## src/sv/pimw_pkg.sv

```systemverilog
`default_nettype none
package pimw_pkg;
    localparam int COEF_W = 32;
    localparam int ORG_W  = 16;
    localparam int SIZE_W = 16;
    localparam int PX_W   = 17;
    localparam int PROD_W = COEF_W + PX_W;
    localparam int SUM_W  = PROD_W + 3;
    localparam int CFG_W  = 64;
    localparam int IDX_W  = 3;

    localparam logic [IDX_W-1:0] REG_ROW0_AB  = 3'd0;
    localparam logic [IDX_W-1:0] REG_ROW0C_1A = 3'd1;
    localparam logic [IDX_W-1:0] REG_ROW1_BC  = 3'd2;
    localparam logic [IDX_W-1:0] REG_ROW2_AB  = 3'd3;
    localparam logic [IDX_W-1:0] REG_ROW2_C   = 3'd4;
    localparam logic [IDX_W-1:0] REG_ORIGIN   = 3'd5;
    localparam logic [IDX_W-1:0] REG_SIZE     = 3'd6;

    typedef struct packed {
        logic signed [COEF_W-1:0] m00;
        logic signed [COEF_W-1:0] m01;
        logic signed [COEF_W-1:0] m02;
        logic signed [COEF_W-1:0] m10;
        logic signed [COEF_W-1:0] m11;
        logic signed [COEF_W-1:0] m12;
        logic signed [COEF_W-1:0] m20;
        logic signed [COEF_W-1:0] m21;
        logic signed [COEF_W-1:0] m22;
        logic signed [ORG_W-1:0]  ox;
        logic signed [ORG_W-1:0]  oy;
    } coef_t;

    typedef struct packed {
        logic [SUM_W-1:0] ax;
        logic [SUM_W-1:0] ay;
        logic [SUM_W-1:0] ad;
        logic             bad;
    } quot_in_t;
endpackage
`default_nettype wire

```

## src/sv/pimw_div.sv

```systemverilog
`default_nettype none
module pimw_div #(
    parameter int COORD_BITS = 12
) (
    input  wire                                clk,
    input  wire                                rst_n,
    input  wire [pimw_pkg::SIZE_W-1:0]         src_w,
    input  wire [pimw_pkg::SIZE_W-1:0]         src_h,
    input  wire                                q_valid,
    output logic                               q_ready,
    input  pimw_pkg::quot_in_t                 q_data,
    output logic                               out_valid,
    input  wire                                out_ready,
    output logic [COORD_BITS-1:0]              src_x,
    output logic [COORD_BITS-1:0]              src_y,
    output logic                               inside_res
);
    import pimw_pkg::*;

    localparam int NST = COORD_BITS + 2;
    localparam int WW  = SUM_W + COORD_BITS;

    typedef struct packed {
        logic [SUM_W-1:0]      rx;
        logic [SUM_W-1:0]      ry;
        logic [SUM_W-1:0]      ad;
        logic [COORD_BITS-1:0] qx;
        logic [COORD_BITS-1:0] qy;
        logic                  bad;
    } dstage_t;

    logic [NST-1:0] v_reg, v_next, rdy;
    dstage_t        st_reg  [0:COORD_BITS];
    dstage_t        st_next [0:COORD_BITS];
    logic [COORD_BITS-1:0] sx_reg, sy_reg, sx_next, sy_next;
    logic                  in_reg, in_next;
    logic [WW-1:0]         lim;

    always_comb
    begin
        rdy[NST-1] = !v_reg[NST-1] || out_ready;
        for (int k = NST - 2; k >= 0; k--)
        begin
            rdy[k] = !v_reg[k] || rdy[k+1];
        end
        v_next[0] = rdy[0] ? q_valid : v_reg[0];
        for (int k = 1; k < NST; k++)
        begin
            v_next[k] = rdy[k] ? v_reg[k-1] : v_reg[k];
        end
    end

    always_comb
    begin
        lim = {q_data.ad, {COORD_BITS{1'b0}}};
        st_next[0].rx  = q_data.ax;
        st_next[0].ry  = q_data.ay;
        st_next[0].ad  = q_data.ad;
        st_next[0].qx  = '0;
        st_next[0].qy  = '0;
        st_next[0].bad = q_data.bad
            || ({{COORD_BITS{1'b0}}, q_data.ax} >= lim)
            || ({{COORD_BITS{1'b0}}, q_data.ay} >= lim);
    end

    for (genvar k = 1; k <= COORD_BITS; k++)
    begin : g_step
        localparam int SH = COORD_BITS - k;
        logic [WW-1:0] dsh, wx, wy;
        always_comb
        begin
            dsh = WW'(st_reg[k-1].ad) << SH;
            wx  = {{COORD_BITS{1'b0}}, st_reg[k-1].rx};
            wy  = {{COORD_BITS{1'b0}}, st_reg[k-1].ry};
            st_next[k] = st_reg[k-1];
            if (wx >= dsh)
            begin
                st_next[k].rx     = SUM_W'(wx - dsh);
                st_next[k].qx[SH] = 1'b1;
            end
            if (wy >= dsh)
            begin
                st_next[k].ry     = SUM_W'(wy - dsh);
                st_next[k].qy[SH] = 1'b1;
            end
        end
    end

    always_comb
    begin
        in_next = !st_reg[COORD_BITS].bad
            && (SIZE_W'(st_reg[COORD_BITS].qx) < src_w)
            && (SIZE_W'(st_reg[COORD_BITS].qy) < src_h);
        sx_next = in_next ? st_reg[COORD_BITS].qx : '0;
        sy_next = in_next ? st_reg[COORD_BITS].qy : '0;
    end

    always_ff @(posedge clk or negedge rst_n)
    begin
        if (!rst_n)
        begin
            v_reg <= '0;
        end
        else
        begin
            v_reg <= v_next;
        end
    end

    always_ff @(posedge clk)
    begin
        for (int k = 0; k <= COORD_BITS; k++)
        begin
            if (rdy[k])
            begin
                st_reg[k] <= st_next[k];
            end
        end
        if (rdy[NST-1])
        begin
            sx_reg <= sx_next;
            sy_reg <= sy_next;
            in_reg <= in_next;
        end
    end

    assign q_ready    = rdy[0];
    assign out_valid  = v_reg[NST-1];
    assign src_x      = sx_reg;
    assign src_y      = sy_reg;
    assign inside_res = in_reg;

    a_zero_outside: assert property (@(posedge clk) disable iff (!rst_n)
        (out_valid && !inside_res) |-> (src_x == '0 && src_y == '0))
        else $error("outside point with nonzero coordinates");
    a_in_width: assert property (@(posedge clk) disable iff (!rst_n)
        (out_valid && inside_res) |-> (SIZE_W'(src_x) < src_w && SIZE_W'(src_y) < src_h))
        else $error("inside point beyond source size");
    a_hold: assert property (@(posedge clk) disable iff (!rst_n)
        (out_valid && !out_ready) |=> out_valid)
        else $error("stalled result dropped");
    a_take: assert property (@(posedge clk) disable iff (!rst_n)
        !v_reg[0] |-> q_ready)
        else $error("empty entry stage refused a transfer");
endmodule
`default_nettype wire

```

## config.mk

```make
export PLATFORM = sky130hd
export DESIGN_NAME = pimw_div
export DESIGN_NICKNAME = d
export VERILOG_FILES = /design/src/sv/pimw_pkg.sv /design/src/sv/pimw_div.sv
export SDC_FILE = /design/constraint.sdc
export NUM_CORES = 2
export LEC_CHECK = 0
export BUFFER_PORTS_ARGS = -buffer_cell sky130_fd_sc_hd__buf_2
export CAP_MARGIN = 20
export CELL_PAD_IN_SITES_DETAIL_PLACEMENT = 1
export CELL_PAD_IN_SITES_GLOBAL_PLACEMENT = 2
export CORE_MARGIN = 3
export CORE_UTILIZATION = 44
export CTS_BUF_LIST = sky130_fd_sc_hd__clkbuf_4 sky130_fd_sc_hd__clkbuf_8
export CTS_CLUSTER_SIZE = 20
export DETAILED_ROUTE_END_ITERATION = 6
export PLACE_DENSITY_LB_ADDON = 0.1
export SYNTH_ARGS = -nofsm -noshare
export SYNTH_HDL_FRONTEND = slang
export SYNTH_SLANG_ARGS = --single-unit
```

## constraint.sdc

```tcl
create_clock -name clk -period 18.9 [get_ports clk]
set_clock_uncertainty 0.1 [all_clocks]
set_input_delay 3.78 -clock clk [delete_from_list [all_inputs] [get_ports clk]]
set_output_delay 3.78 -clock clk [all_outputs]
set_load 0.01 [all_outputs]
```

**Word-level counts from Yosys, hierarchy flattened**

Memory sizes are Yosys's and may differ from the RTL's.
Cells that the tools add are included.

- Memories kept: 1
- Output and inout port bits: 27
- Flip-flop bits (word level): 39
- RAM bits: 2,353
- Bits of input ports: 193

Memories:

| name | depth | bits a word | rd ports | clocked after Yosys merged registers in | wr ports | RTL line | source |
|---|---|---|---|---|---|---|---|
| st_reg | 13 | 181 | 13 | 0 | 13 | pimw_div.sv:33 | `dstage_t st_reg [0:COORD_BITS];` |

- Multiplexer cells: 74
- Reductions and logical operators: 33
- Add/subtract/negate cells: 24
- Magnitude comparators: 28

Operator list:

| operator | count |
|---|---|
| 2-to-1 mux 52 bit | 24 |
| subtractor 52 bit | 24 |
| greater-or-equal comparator 52 x 64 -> 1 bit | 2 |
| greater-or-equal comparator 52 x 63 -> 1 bit | 2 |
| greater-or-equal comparator 52 x 62 -> 1 bit | 2 |
| greater-or-equal comparator 52 x 61 -> 1 bit | 2 |
| greater-or-equal comparator 52 x 60 -> 1 bit | 2 |
| greater-or-equal comparator 52 x 59 -> 1 bit | 2 |
| greater-or-equal comparator 52 x 58 -> 1 bit | 2 |
| greater-or-equal comparator 52 x 57 -> 1 bit | 2 |
| greater-or-equal comparator 52 x 56 -> 1 bit | 2 |
| greater-or-equal comparator 52 x 55 -> 1 bit | 2 |
| greater-or-equal comparator 52 x 54 -> 1 bit | 2 |
| greater-or-equal comparator 52 x 53 -> 1 bit | 2 |
| greater-or-equal comparator 52 bit | 2 |
| 2-to-1 mux 1 bit | 50 |
| less-than comparator 12 x 16 -> 1 bit | 2 |
| logical OR 1 bit | 16 |
| logical NOT 1 bit | 15 |
| logical AND 1 bit | 2 |

**Longest topological paths before layout**

- Depth after elaboration: 17
- Mapped depth: 17
- Mapped depth without buffers: 15

**Least setup slack after synthesis**

OpenSTA, ideal clock, no wires.

- Path kind: input-to-output
- Start point: input port out_ready
- End point: output port q_ready
- Slack: 879 ps
- Data required time: 15,020 ps
- Cell stages on the path: 9
- Arrival time: 14,141 ps
- Path buffers: 0
- Cell sequence: nor2b_1 -> nand2_1 -> nor2_1 -> and2_1 -> and3_1 -> and2_1 -> nand3_1 -> nor2_1 -> nand3_1

- Cells in the longest elaborated chain, start to end: 14

RTL lines:

| element | RTL line | source |
|---|---|---|
| from (decl) | pimw_div.sv:13 | `input wire out_ready,` |
| logical OR 1 bit | pimw_div.sv:41 | `rdy[NST-1] = !v_reg[NST-1] \|\| out_ready;` |
| logical OR 1 bit | pimw_div.sv:44 | `rdy[k] = !v_reg[k] \|\| rdy[k+1];` |
| named net rdy[12] | pimw_div.sv:32 | `logic [NST-1:0] v_reg, v_next, rdy;` |
| logical OR 1 bit (9 in series) | pimw_div.sv:44 |  |
| named net rdy[3] | pimw_div.sv:32 |  |
| logical OR 1 bit (3 in series) | pimw_div.sv:44 |  |
| to (decl) | pimw_div.sv:10 | `output logic q_ready,` |

The timed path passes the listed nets, and every way through them passes these cells.

**Worst setup path after layout**

Same ends and word-level chain as after synthesis.

==> impl_metrics.toml <==
[worst_setup_path]
crit_path_cell_trace = "buf_2 > nor2b_1 > nand2_1 > buf_4 > nor2_1 > and2_1 > and3_1 > and2_1 > nand3_4 > nor2_1 > nand3_4 > buf_2"
critPathMaxFanout = 42
r2r-end = "st_reg[1][442]"
timing.critical_path.buf_inv = 3
worstSetupEndpointType = "output port"
worstSetupEndpoint = "q_ready"
critPathLaunch = "out_ready"
r2r_start = "st_reg[1][260]"
cpLargestDelayFamily = "simple AND/OR/NAND/NOR gates"
worstRegToRegCells = 15
setup.worst_path.start_class = "primary input"
crit_cells = 12
crit_arrival_ns = 8.36
critical_path_class = "primary input to output port"
max_stage_delay_ns = 0.72
rrSetupSlack_ns = 12.57
crit_path_top_delay_cell = "nor2_1"
required_ns = 15.02

[logic_synthesis]
async_flop_share = 0.00673
synth-edff-count = 2066
yosys.cell_types.count = 105
mappedNetlistNets = 14400
synth-seq-cells = 2080
ys.flop_type = "edfxtp_1"
syn_area_mm2 = 0.136
syn-instance-count = 13000
yosysWarnings = 0
avgSynthCellArea_um2 = 10.5
synthTopCellsByArea = "edfxtp_1, ha_1, a21oi_1"
synth-seq-area-share = 0.460
yosys.area.top_type = "edfxtp_1"
synth_top_area_share = 0.457

[pwr]
p_leak_nw = 63.5
p_comb_frac = 0.420
p_int_mw = 11.8
max-vdd-ir-drop_mv = 0.0596
clockPowerShare = 0.223
power.switching_mw = 7.56
sequentialPowerShare = 0.356
powerDensity_mw_per_mm2 = 130
power.total_mw = 19.3
p_sw_frac = 0.391

[clock_tree]
postCtsHoldBufs = 0
cts_buffers = 362
postCtsResizedCells = 0
htreeDepth = 5
cts_buffer_depth = 4
postCtsSetupBuffers = 0
cts_tree = "built"
clock_sinks = 2080
clkTransAtPathRegs_ns = 0.07
root_buffer = "clkbuf_8"
clock_latency_ns = 1.09

[route]
postRouteAntennaNets = 0
routed_wirelength_mm = 449
drt_iter0_drc = 5889
vias = 101000
drt-pass1-iter-count = 6
via_per_inst = 5.74
wire_per_inst_um = 25.4
drc = 0

[sta]
relSlewSlack = 0.177
slew_violations = 0
finalCritPeriodShare = 0.647
rsz0062_at_grt = "false"
hold_viol = 0
hold_slack_ns = 0.311
fmax_ghz = 0.0817
layout_min_cycle_time_ns = 12.24
fin_setup_tns_ns = 0
setup_viol = 0
worst_pin_slew_ns = 1.23

[grt]
grt_pass1_vias = 111000
grt_start_max_net_pins = 144
grt_pass1_wl_mm = 673
grt_usage = 0.278
grt_overflow = 0
antenna_found_initial = 13

[cells_and_area]
stdcell_count = 17700
n_fill_cell = 33300
drive_gt1_frac = 0.111
multi_input_area_mm2 = 0.0684
layout_common_cells = "edfxtp_1, ha_1, a21oi_1, nand2_1, o21ai_0"
final_cell_area_mm2 = 0.149
largest_reg_flops = 2041
syn_to_final_growth_pct = 9.86
final_nets = 14700
layout_commonest_cell = "edfxtp_1"
regArea_mm2 = 0.0624

[floorplanning]
die_h_um = 561
top_level_ports = 220
die_x_um = 561
core_area_mm2 = 0.306
die_area_mm2 = 0.315
placementRows = 203
initial_core_util = 0.443

[placement]
placed_cells = 17000
dp_hpwl_mm = 373
placed_cell_area_mm2 = 0.141
gp_congestion = 1.00
port_buffers = 219

[worst_hold_path]
hold_path.class = "flop to flop"

[run]
maxCapViolCount = 0

[status]
status = "completed"
==> cell type report <==
| cell class | count | area share |
|---|---|---|
| multi-input cells | 9556 | 0.459 |
| inverters | 927 | 0.0235 |
| repair buffers | 336 | 0.0137 |
| well taps | 4100 | 0.0344 |
| clock buffers | 451 | 0.0384 |
| clock inverters | 204 | 0.0122 |
| flip-flops and latches | 2080 | 0.419 |
| diodes | 13 | 0.000218 |
==> per-stage QoR <==
step / worst slack (ns) / utilization
after floorplan: 0.879 / -
after global placement: 6.85 / 0.461
after detailed placement: 6.67 / 0.462
after CTS: 6.55 / 0.486
after global routing: 6.25 / 0.487
final: 6.66 / 0.487
==> cells in the mapped netlist (all sizes together), types with 23 or more instances <==
cell type,number
a21o,681
nor4,73
and2,47
a2111oi,26
a21oi,1135
o31a,23
o31ai,85
a211o,33
nand4,235
nor3,148
a211oi,94
nor2,616
o21ai,1005
nand2,1099
and3,93
inv,926
xnor2,542
o211ai,63
xor2,366
nor2b,126
clkbuf,292
and4,29
edfxtp,2066
or2,39
nor4b,46
mux2i,27
o21a,119
or3,41
mux2,452
buf,117
nand2b,144
a221oi,31
nand3,256
a21boi,34
o21bai,173
a41oi,31
ha,1218
a31oi,117
==> worst min path at each step <==
stage / from / end / slack [ns] / cells past startpoint
after floorplan: st_reg[0][905] / st_reg[0][1086] / 0.30 / 0
after global placement: st_reg[0][1287] / st_reg[1][20] / 0.30 / 0
after detailed placement: st_reg[0][1286] / st_reg[1][19] / 0.31 / 0
after CTS: st_reg[1][374] / st_reg[1][555] / 0.32 / 0
after global routing: st_reg[1][374] / st_reg[1][555] / 0.32 / 0
final: st_reg[0][193] / st_reg[0][374] / 0.31 / 0
==> power groups by stage <==
stage	Clock (mW)	Sequential, mW	Combinational (mW)
after global placement	0	6.93	7.77
after detailed placement	0	6.97	8.04
final	4.31	6.88	8.12
after global routing	4.65	6.97	8.93
after CTS	4.45	6.88	8.10
after floorplan	0	6.68	5.74
==> layer usage <==
layer,share of wire,GRT usage,wire [um],vias to the layer above
li1,-,-,-,48900
met1,0.36,0.281,163000,49500
met2,0.53,0.532,237000,1876
met3,0.023,0.0251,10300,1037
met4,0.086,0.199,38400,2
met5,0.000029,0,13,-
==> logic make-up (layout without fill, tap and decap cells) <==
logic type                 after synthesis  count (layout)  synth area share
and+or+nand+nor                       3067            3067             0.109
xor gates and xnor gates               908             908            0.0586
buffers and inverters                 1336            1918            0.0386
adders and majority gates             1240            1240             0.116
AOI/OAI and AO/OA                     3862            3862             0.178
DFF                                   2080            2080             0.460
other                                    0              13                 0
muxes                                  479             479            0.0406
(Power assumes the default switching activity.)
